File: config.mk
export PLATFORM = sky130hd
export DESIGN_NAME = sha256_hash_engine_core
export DESIGN_NICKNAME = d
export VERILOG_FILES = /design/src/hw/rtl/sha_pkg.sv /design/src/hw/rtl/sha_ram.sv /design/src/hw/rtl/sha_front.sv /design/src/hw/rtl/sha_back.sv /design/src/hw/rtl/sha256_hash_engine_core.sv
export SDC_FILE = /design/constraint.sdc
export NUM_CORES = 2
export LEC_CHECK = 0
export CAP_MARGIN = 0
export CORE_ASPECT_RATIO = 0.5
export CORE_MARGIN = 2
export CORE_UTILIZATION = 61
export CTS_BUF_LIST = sky130_fd_sc_hd__clkbuf_4
export DETAILED_ROUTE_END_ITERATION = 8
export DONT_BUFFER_PORTS = 1
export GPL_TIMING_DRIVEN = 0
export PLACE_DENSITY = 0.77
export SLEW_MARGIN = 20
export SYNTH_ARGS = -nofsm -noshare
export SYNTH_HDL_FRONTEND = slang
export SYNTH_HIERARCHICAL = 1
export SYNTH_SLANG_ARGS = --single-unit
File: constraint.sdc
create_clock -name aclk -period 25.4 [get_ports aclk]
set_input_delay 0 -clock aclk [delete_from_list [all_inputs] [get_ports aclk]]
set_output_delay 0 -clock aclk [all_outputs]
set_load 0.01 [all_outputs]
File: src/hw/rtl/sha_pkg.sv
// ----------------------------------------------------------------------------
// sha_pkg
// Shared types, constants and round functions of the SHA-256 engine.
// ----------------------------------------------------------------------------
package sha_pkg;

    localparam int QueueDepth = 4;

    // One classified transaction from the front part to the back part.
    typedef struct packed {
        logic [7:0] data_byte;
        logic       has_byte;
        logic       end_of_message;
    } sha_cmd_t;

    typedef enum logic [3:0] {
        ST_IDLE,
        ST_LOAD,
        ST_ROUND,
        ST_FEED,
        ST_PAD,
        ST_LEN,
        ST_EMIT
    } sha_state_t;

    typedef logic [31:0] word_t;

    localparam word_t InitHash [8] = '{
        32'h6a09e667, 32'hbb67ae85, 32'h3c6ef372, 32'ha54ff53a,
        32'h510e527f, 32'h9b05688c, 32'h1f83d9ab, 32'h5be0cd19
    };

    localparam word_t RoundK [64] = '{
        32'h428a2f98, 32'h71374491, 32'hb5c0fbcf, 32'he9b5dba5,
        32'h3956c25b, 32'h59f111f1, 32'h923f82a4, 32'hab1c5ed5,
        32'hd807aa98, 32'h12835b01, 32'h243185be, 32'h550c7dc3,
        32'h72be5d74, 32'h80deb1fe, 32'h9bdc06a7, 32'hc19bf174,
        32'he49b69c1, 32'hefbe4786, 32'h0fc19dc6, 32'h240ca1cc,
        32'h2de92c6f, 32'h4a7484aa, 32'h5cb0a9dc, 32'h76f988da,
        32'h983e5152, 32'ha831c66d, 32'hb00327c8, 32'hbf597fc7,
        32'hc6e00bf3, 32'hd5a79147, 32'h06ca6351, 32'h14292967,
        32'h27b70a85, 32'h2e1b2138, 32'h4d2c6dfc, 32'h53380d13,
        32'h650a7354, 32'h766a0abb, 32'h81c2c92e, 32'h92722c85,
        32'ha2bfe8a1, 32'ha81a664b, 32'hc24b8b70, 32'hc76c51a3,
        32'hd192e819, 32'hd6990624, 32'hf40e3585, 32'h106aa070,
        32'h19a4c116, 32'h1e376c08, 32'h2748774c, 32'h34b0bcb5,
        32'h391c0cb3, 32'h4ed8aa4a, 32'h5b9cca4f, 32'h682e6ff3,
        32'h748f82ee, 32'h78a5636f, 32'h84c87814, 32'h8cc70208,
        32'h90befffa, 32'ha4506ceb, 32'hbef9a3f7, 32'hc67178f2
    };

    localparam logic [7:0] PadByte  = 8'h80;
    localparam logic [5:0] LenStart = 6'd56;

    function automatic word_t ror(input word_t v, input int amt);
        ror = (v >> amt) | (v << (32 - amt));
    endfunction

    function automatic word_t sig0(input word_t x);
        sig0 = ror(x, 7) ^ ror(x, 18) ^ (x >> 3);
    endfunction

    function automatic word_t sig1(input word_t x);
        sig1 = ror(x, 17) ^ ror(x, 19) ^ (x >> 10);
    endfunction

    function automatic word_t bsig0(input word_t x);
        bsig0 = ror(x, 2) ^ ror(x, 13) ^ ror(x, 22);
    endfunction

    function automatic word_t bsig1(input word_t x);
        bsig1 = ror(x, 6) ^ ror(x, 11) ^ ror(x, 25);
    endfunction

endpackage

File: src/hw/rtl/sha_ram.sv
// ----------------------------------------------------------------------------
// sha_ram
// Generic single-write, single-read RAM with a registered read port.
// ----------------------------------------------------------------------------
module sha_ram #(
    parameter int Width = 8,
    parameter int Depth = 64
) (
    input  logic                     aclk,
    input  logic                     wr_en,
    input  logic [$clog2(Depth)-1:0] wr_addr,
    input  logic [Width-1:0]         wr_data,
    input  logic [$clog2(Depth)-1:0] rd_addr,
    output logic [Width-1:0]         rd_data
);
    logic [Width-1:0] mem [Depth];

    always_ff @(posedge aclk) begin
        if (wr_en) begin
            mem[wr_addr] <= wr_data;
        end
        rd_data <= mem[rd_addr];
    end
endmodule

File: src/hw/rtl/sha_front.sv
// ----------------------------------------------------------------------------
// sha_front
// Input stage: accepts transactions, drops empty ones, queues the rest.
// ----------------------------------------------------------------------------
module sha_front
    import sha_pkg::*;
(
    input  logic       aclk,
    input  logic       aresetn,
    input  logic [7:0] s_data_byte,
    input  logic       s_has_byte,
    input  logic       s_end_of_message,
    input  logic       s_valid,
    output logic       s_ready,
    output logic       q_valid,
    output sha_cmd_t   q_cmd,
    input  logic       q_pop
);
    localparam int AW = $clog2(QueueDepth);

    sha_cmd_t        fifo_reg [QueueDepth];
    logic [AW-1:0]   wr_ptr_reg, rd_ptr_reg;
    logic [AW:0]     count_reg, count_next;
    logic            push;

    assign s_ready = (count_reg != (AW+1)'(QueueDepth));
    // Drop transactions that neither carry a byte nor end the message.
    assign push    = s_valid && s_ready && (s_has_byte || s_end_of_message);
    assign q_valid = (count_reg != '0);
    assign q_cmd   = fifo_reg[rd_ptr_reg];

    always_comb begin
        count_next = count_reg;
        if (push && !(q_pop && q_valid)) begin
            count_next = count_reg + 1'b1;
        end else if (!push && q_pop && q_valid) begin
            count_next = count_reg - 1'b1;
        end
    end

    always_ff @(posedge aclk) begin
        if (!aresetn) begin
            wr_ptr_reg <= '0;
            rd_ptr_reg <= '0;
            count_reg  <= '0;
        end else begin
            count_reg <= count_next;
            if (push) begin
                wr_ptr_reg <= wr_ptr_reg + 1'b1;
            end
            if (q_pop && q_valid) begin
                rd_ptr_reg <= rd_ptr_reg + 1'b1;
            end
        end
    end

    always_ff @(posedge aclk) begin
        if (push) begin
            fifo_reg[wr_ptr_reg] <= '{s_data_byte, s_has_byte, s_end_of_message};
        end
    end
endmodule

File: src/hw/rtl/sha_back.sv
// ----------------------------------------------------------------------------
// sha_back
// Execution stage: gathers bytes, pads, runs the rounds, emits the digest.
// ----------------------------------------------------------------------------
module sha_back
    import sha_pkg::*;
(
    input  logic        aclk,
    input  logic        aresetn,
    input  logic        q_valid,
    input  sha_cmd_t    q_cmd,
    output logic        q_pop,
    output logic [31:0] m_digest_word,
    output logic [2:0]  m_word_index,
    output logic        m_last_word,
    output logic        m_valid,
    input  logic        m_ready
);
    sha_state_t  state_reg, state_next;
    word_t       chain_reg [8];
    word_t       work_reg  [8];
    word_t       win_reg   [16];
    logic [60:0] count_reg;
    logic [6:0]  round_reg;
    logic [5:0]  pad_pos_reg;
    logic        end_pend_reg;  // message ends after the current block
    logic        len_done_reg;  // current block carries the length
    logic        mark_pend_reg; // 0x80 marker still to be written
    logic [2:0]  emit_reg;

    // Block byte store.
    logic       ram_we;
    logic [5:0] ram_waddr, ram_raddr;
    logic [7:0] ram_wdata, ram_rdata;

    sha_ram #(.Width(8), .Depth(64)) u_block (
        .aclk   (aclk),
        .wr_en  (ram_we),
        .wr_addr(ram_waddr),
        .wr_data(ram_wdata),
        .rd_addr(ram_raddr),
        .rd_data(ram_rdata)
    );

    // Round datapath
    word_t w_cur, t1, t2;
    logic [3:0] ti;
    logic [63:0] bits;
    assign ti   = round_reg[3:0];
    assign bits = {count_reg, 3'b000};

    always_comb begin
        if (round_reg < 7'd16) begin
            w_cur = win_reg[ti];
        end else begin
            w_cur = win_reg[ti] + sig0(win_reg[4'(ti + 4'd1)])
                  + win_reg[4'(ti + 4'd9)] + sig1(win_reg[4'(ti + 4'd14)]);
        end
        t1 = work_reg[7] + bsig1(work_reg[4])
           + ((work_reg[4] & work_reg[5]) ^ (~work_reg[4] & work_reg[6]))
           + RoundK[round_reg[5:0]] + w_cur;
        t2 = bsig0(work_reg[0])
           + ((work_reg[0] & work_reg[1]) ^ (work_reg[0] & work_reg[2])
              ^ (work_reg[1] & work_reg[2]));
    end

    // LOAD sweep: round_reg counts 0..64, window writes lag the RAM reads by one address.
    logic [7:0] len_byte;
    always_comb begin
        len_byte = bits[8*(7 - int'(pad_pos_reg[2:0])) +: 8];
    end

    always_comb begin
        state_next = state_reg;
        unique case (state_reg)
            ST_IDLE: begin
                if (q_valid) begin
                    if (q_cmd.has_byte && count_reg[5:0] == 6'd63) begin
                        state_next = ST_LOAD;
                    end else if (q_cmd.end_of_message) begin
                        state_next = ST_PAD;
                    end
                end
            end
            ST_PAD: begin
                if (pad_pos_reg == 6'd63) begin
                    state_next = ST_LOAD;
                end else if (len_done_reg && pad_pos_reg == LenStart - 6'd1) begin
                    state_next = ST_LEN;
                end
            end
            ST_LEN:   if (pad_pos_reg == 6'd63) state_next = ST_LOAD;
            ST_LOAD:  if (round_reg == 7'd64) state_next = ST_ROUND;
            ST_ROUND: if (round_reg == 7'd63) state_next = ST_FEED;
            ST_FEED: begin
                if (!end_pend_reg) begin
                    state_next = ST_IDLE;
                end else if (len_done_reg) begin
                    state_next = ST_EMIT;
                end else begin
                    state_next = ST_PAD;
                end
            end
            ST_EMIT:  if (m_ready && emit_reg == 3'd7) state_next = ST_IDLE;
            default:  state_next = ST_IDLE;
        endcase
    end

    always_comb begin
        q_pop     = (state_reg == ST_IDLE) && q_valid;
        ram_we    = 1'b0;
        ram_waddr = pad_pos_reg;
        ram_wdata = 8'h00;
        ram_raddr = round_reg[5:0];
        m_valid   = (state_reg == ST_EMIT);
        if (state_reg == ST_IDLE && q_valid && q_cmd.has_byte) begin
            ram_we    = 1'b1;
            ram_waddr = count_reg[5:0];
            ram_wdata = q_cmd.data_byte;
        end else if (state_reg == ST_PAD) begin
            ram_we    = 1'b1;
            ram_wdata = mark_pend_reg ? PadByte : 8'h00;
        end else if (state_reg == ST_LEN) begin
            ram_we    = 1'b1;
            ram_wdata = len_byte;
        end
    end

    assign m_digest_word = chain_reg[emit_reg];
    assign m_word_index  = emit_reg;
    assign m_last_word   = (emit_reg == 3'd7);

    logic [5:0] first_pad;
    assign first_pad = count_reg[5:0] + 6'(q_cmd.has_byte);

    always_ff @(posedge aclk) begin
        if (!aresetn) begin
            state_reg     <= ST_IDLE;
            count_reg     <= '0;
            round_reg     <= '0;
            pad_pos_reg   <= '0;
            end_pend_reg  <= 1'b0;
            len_done_reg  <= 1'b0;
            mark_pend_reg <= 1'b0;
            emit_reg      <= '0;
            for (int i = 0; i < 8; i++) chain_reg[i] <= InitHash[i];
        end else begin
            state_reg <= state_next;
            unique case (state_reg)
                ST_IDLE: begin
                    round_reg <= '0;
                    if (q_valid) begin
                        if (q_cmd.has_byte) count_reg <= count_reg + 61'd1;
                        end_pend_reg  <= q_cmd.end_of_message;
                        mark_pend_reg <= q_cmd.end_of_message;
                        // Pad pointer starts at the 0x80 position.
                        pad_pos_reg   <= first_pad;
                        // A full block compresses first, so padding goes to the next one.
                        len_done_reg  <= (first_pad < LenStart)
                                      && !(q_cmd.has_byte && count_reg[5:0] == 6'd63);
                    end
                end
                ST_PAD: begin
                    pad_pos_reg   <= pad_pos_reg + 6'd1;
                    mark_pend_reg <= 1'b0;
                end
                ST_LEN: begin
                    pad_pos_reg <= pad_pos_reg + 6'd1;
                end
                ST_LOAD: begin
                    if (round_reg != 7'd0) begin
                        win_reg[4'((round_reg - 7'd1) >> 2)]
                            <= {win_reg[4'((round_reg - 7'd1) >> 2)][23:0], ram_rdata};
                    end
                    if (round_reg == 7'd64) begin
                        round_reg <= '0;
                        for (int i = 0; i < 8; i++) work_reg[i] <= chain_reg[i];
                    end else begin
                        round_reg <= round_reg + 7'd1;
                    end
                end
                ST_ROUND: begin
                    round_reg <= round_reg + 7'd1;
                    win_reg[ti] <= w_cur;
                    work_reg[7] <= work_reg[6];
                    work_reg[6] <= work_reg[5];
                    work_reg[5] <= work_reg[4];
                    work_reg[4] <= work_reg[3] + t1;
                    work_reg[3] <= work_reg[2];
                    work_reg[2] <= work_reg[1];
                    work_reg[1] <= work_reg[0];
                    work_reg[0] <= t1 + t2;
                end
                ST_FEED: begin
                    round_reg <= '0;
                    for (int i = 0; i < 8; i++) chain_reg[i] <= chain_reg[i] + work_reg[i];
                    // Second pad block: the 0x80 marker if still pending, then zeros up to the length field.
                    pad_pos_reg  <= '0;
                    len_done_reg <= 1'b1;
                    emit_reg     <= '0;
                end
                ST_EMIT: begin
                    if (m_ready) begin
                        emit_reg <= emit_reg + 3'd1;
                        if (emit_reg == 3'd7) begin
                            for (int i = 0; i < 8; i++) chain_reg[i] <= InitHash[i];
                            count_reg <= '0;
                        end
                    end
                end
                default: ;
            endcase
        end
    end
endmodule

File: src/hw/rtl/sha256_hash_engine_core.sv
// ----------------------------------------------------------------------------
// sha256_hash_engine_core
// SHA-256 over a byte stream with a queued front end and a round engine.
// ----------------------------------------------------------------------------
// Input channel (s_*): each transaction may append s_data_byte (s_has_byte)
// and may close the message (s_end_of_message); a byte and an end together
// append the byte first. Transactions with neither are dropped at the input.
// A four-entry queue parts the input from the round engine, so transactions
// are taken while the engine compresses or the digest waits.
// Output channel (m_*): eight transactions per message, word 0 first,
// m_last_word on word 7.
// Timing: bytes stream at one per cycle through the queue while the engine
// waits in its idle state; a 64th byte starts a compression (block load,
// 64 rounds, feed-forward) whose length is set by the one-round-per-cycle
// unit and the single block RAM read port. An end of message adds the
// padding fill and one or two compressions before the first digest word.
// Reset (aresetn low, synchronous) empties the queue and restores the
// initial hash values. A stalled m_ready holds the current digest word; the
// queue keeps accepting until it is full.
// ----------------------------------------------------------------------------
module sha256_hash_engine_core
    import sha_pkg::*;
(
    input  logic        aclk,
    input  logic        aresetn,
    input  logic [7:0]  s_data_byte,
    input  logic        s_has_byte,
    input  logic        s_end_of_message,
    input  logic        s_valid,
    output logic        s_ready,
    output logic [31:0] m_digest_word,
    output logic [2:0]  m_word_index,
    output logic        m_last_word,
    output logic        m_valid,
    input  logic        m_ready
);
    logic     q_valid, q_pop;
    sha_cmd_t q_cmd;

    // Front part: classify and queue.
    sha_front u_front (
        .aclk, .aresetn, .s_data_byte, .s_has_byte, .s_end_of_message,
        .s_valid, .s_ready, .q_valid, .q_cmd, .q_pop
    );

    // Back part: pad, compress, emit.
    sha_back u_back (
        .aclk, .aresetn, .q_valid, .q_cmd, .q_pop,
        .m_digest_word, .m_word_index, .m_last_word, .m_valid, .m_ready
    );

`ifndef SYNTHESIS
    // Word index and last flag agree.
    a_last: assert property (@(posedge aclk) disable iff (!aresetn)
        m_valid |-> (m_last_word == (m_word_index == 3'd7)))
        else $error("last_word mismatch");
    // Word index advances by one after each accepted word.
    a_idx: assert property (@(posedge aclk) disable iff (!aresetn)
        (m_valid && m_ready && !m_last_word) |=>
            (m_valid && m_word_index == $past(m_word_index) + 3'd1))
        else $error("word index skip");
    // Queue is never popped when empty.
    a_pop: assert property (@(posedge aclk) disable iff (!aresetn)
        q_pop |-> q_valid)
        else $error("pop of empty queue");
`endif
endmodule

==> results.md <==
* Worst setup path class: reg2reg
* WL/cell at approximately 34 um
* Fin crit period at 18,780 ps
* I/O Buffers at 0
* Starting Density at about three fifths
* Placeable core region at between 150,000 and 200,000 um^2
* Sequential-to-total area share from yosys stat at 45.20%
* R2R Path End: u_back/work_reg[0][31]$_DFFE_PP_
* Post-synth EDFFs at 1,448
* Via count at 85.02k
* HP Start: s_data_byte[1]
* Die ar. at 178,300 um^2
* Vias per Instance at 7.224
* Boundary Pins at 52
* Area Growth Syn to Fin at 9.777%
* GR Util All Layers at between 40% and 50%
* Yosys Warn Count at 6
* Crit Path Max Fanout at 21
* Endpoints failing hold at 0
* R2r startpoint: u_back/round_reg[2]$_SDFFE_PN0N_
* Tcrit/Tclk final at 73.94%
* Largest cells by area after synthesis: edfxtp_1 41%, mux4_2 18%, ha_1 4.9%
* Largest area contributor in the synthesized netlist: edfxtp_1
* Final ANT Viol Nets at 0
* Post-DP Area at 111,700 um^2
* Total negative slack at 0 ps
* Primary FF master, synth: edfxtp_1
* Static Leak at 41.89 nW
* Largest net degree at the start of global routing at 50
* Crit-path max cell delay at 1080 ps
* Vias in the first global route at between 80k and 90k
* Placement Rows at 108
* Total CTS buffers at 385
* Clock skew at approximately 170 ps
* Layout cells sized above 1 at between 15 and 20%
* Worst IR drop on VDD at 0.07705 mV
* RSZ-0062 raised after global routing: false
* Slew @ Worst Pin at 1482 ps
* Final Setup Violations at 0
* Worst hold stages at 2
* Worst slew margin at under 10%
* Die W at 595.2 um
* CTS sink cnt at 1,683
* Root buf cell: clkbuf_4
* CP Launch Type: flip-flop
* NumNets Final at 9,771
* Die height at 299.6 um
* Unique masters post-synth at 106
* Post-CTS setup buffers at 0
* Residual DRC at 195
* Fmax at around 53 MHz
* RD Place Congestion at 1.067
* DP HPWL at a little under 300,000 um
* Post-CTS Hold Buffers at 36
* H-tree depth at 5
* Syn_area_per_cell at ~12 um^2
* Failing checks: DRC
* CP Data Arrival Time at 19,700 ps
* Top-count cell post-synth: edfxtp_1
* Pre-Repair DR Iteration Count at 9
* Flop-to-flop setup slack at 6620 ps
* Synth Net Count at about 9k
* Cell count after synthesis at 8,640
* Run status: finished with violations
* FF+latch count, synth at 1,683
* Mapped cell area at 106,600 um^2
* Reg2reg path depth at 51
* Max-cap viol count at 0
* Longest Clk Path Bufs at 4
* Crit end category: flip-flop
* Worst min-delay path class: in2reg
* Post-cts sizing count at 0
* PD cells at between 90 and 100 nW/um^2
* First-pass GRT wire length at around 570,000 um
* Final wirelength at 405,800 um
* Initial antenna violation count at 19
* Crit-path slowest cell: clkbuf_1
* Hold EP: u_front/fifo_reg[3][3]$_DFFE_PP_
* Grt ovf at 0
* DRT iter0 DRCs at around 16k
* Most frequent CP cell: inv_1
* Cell area after layout at 117,000 um^2
* CTS tree: yes
* Async SR Flop Fraction at 0%
* Synth top area share at 40.78%
* Min Hold Slack at 98.69 ps
* Reg clk slew, reported paths at 90 ps
* List of most frequent post-synthesis cells: 1,448 x edfxtp_1, 1,238 x nand2_1, 846 x mux4_2
* Clock latency at the later pin of the worst-skew pair at 1340 ps
* Filler instances at 12.45k
* Final Slew Violations at 0
* Worst path required time at around 26,000 ps
## routing by layer
| metal | wire [um] | GRT usage [%] |
|---|---|---|
| met1 | 134400 | 55.24 |
| met2 | 167700 | 64.60 |
| met3 | 67120 | 20.02 |
| met4 | 35200 | 29.27 |
| met5 | 1458 | 4.131 |
## through the flow
| step | power (mW) | worst slack, ps | util (%) | std cells |
|---|---|---|---|---|
| 5_1_grt | 11.36 | 6395 | 67.44 | 11757 |
| 4_1_cts | 10.64 | 7664 | 67.39 | 11750 |
| 3_3_place_gp | 8.339 | 919.3 | 63.11 | 10950 |
| 3_5_place_dp | 8.434 | 7768 | 64.38 | 11027 |
| 6_report | 10.85 | 6618 | 67.45 | 11769 |
| 2_1_floorplan | 7.044 | 10060 | - | 8640 |
## cell type report
class,instances,area [um^2],share of cell area (%)
repair buffers,115,2236,1.910
plain buffers,491,2147,1.835
inverters,415,1563,1.335
diodes,17,42.54,0.03635
clock buffers,562,4219,3.605
multi-input cells,6051,55110,47.09
clock inverters,125,640.6,0.5474
flip-flops and latches,1683,48190,41.17
well taps,2310,2890,2.470
## power breakdown
group | internal [mW] | switching, mW
logic | 2.12 | 3.25
clock network | 1.06 | 1.16
registers | 3.23 | 0.0316
total | 6.41 | 4.44
## worst max path at each step
stage	cells past startpoint	slack [ps]	from	end
2_1_floorplan	9	10060	u_back/round_reg[0]$_SDFFE_PN0N_	u_back/work_reg[0][0]$_DFFE_PP_
3_3_place_gp	8	920	u_back/round_reg[1]$_SDFFE_PN0N_	u_back/work_reg[0][62]$_DFFE_PP_
3_5_place_dp	51	7770	u_back/round_reg[2]$_SDFFE_PN0N_	u_back/work_reg[0][31]$_DFFE_PP_
4_1_cts	51	7660	u_back/round_reg[2]$_SDFFE_PN0N_	u_back/work_reg[0][31]$_DFFE_PP_
5_1_grt	51	6400	u_back/round_reg[2]$_SDFFE_PN0N_	u_back/work_reg[0][31]$_DFFE_PP_
6_report	51	6620	u_back/round_reg[2]$_SDFFE_PN0N_	u_back/work_reg[0][31]$_DFFE_PP_
## layout by cell type, fill, tap and decap left out, types with 49 or more instances in the layout
master and count:
a21o_1 182, a21oi_1 432, and3_1 52, buf_2 61
clkbuf_1 289, clkbuf_2 69, clkbuf_4 562, clkinv_1 99
dfxtp_1 235, edfxtp_1 1448, fa_1 198, ha_1 417
inv_1 407, mux2_2 82, mux2i_1 60, mux4_2 846
nand2_1 1238, nand2b_1 79, nand3_1 119, nor2_1 408
nor2b_1 81, nor3_1 103, o211ai_1 52, o21a_1 49
o21ai_0 300, o21ai_1 128, or3_1 61, xnor2_1 400
xor2_1 217
## logic make-up after synthesis
logic type      share of synthesized area, %
simple gates                           9.385
buf+inv                                3.355
fa+ha+maj                              8.659
compound gates                         8.890
mux                                    19.35
flops                                  45.20
xor+xnor                               5.167
## critical path: cells and delay by family (launching register included)
kind | cells | cell delay [ps]
AO/OA/AOI/OAI | 13 | 4390
buffers and inverters | 18 | 6150
multiplexers | 1 | 590
adder cells (fa/ha/maj) | 11 | 4580
AND/OR/NAND/NOR | 4 | 800
XOR/XNOR | 4 | 830
flip-flops | 1 | 1030
Power figures use the tool's default switching activity.
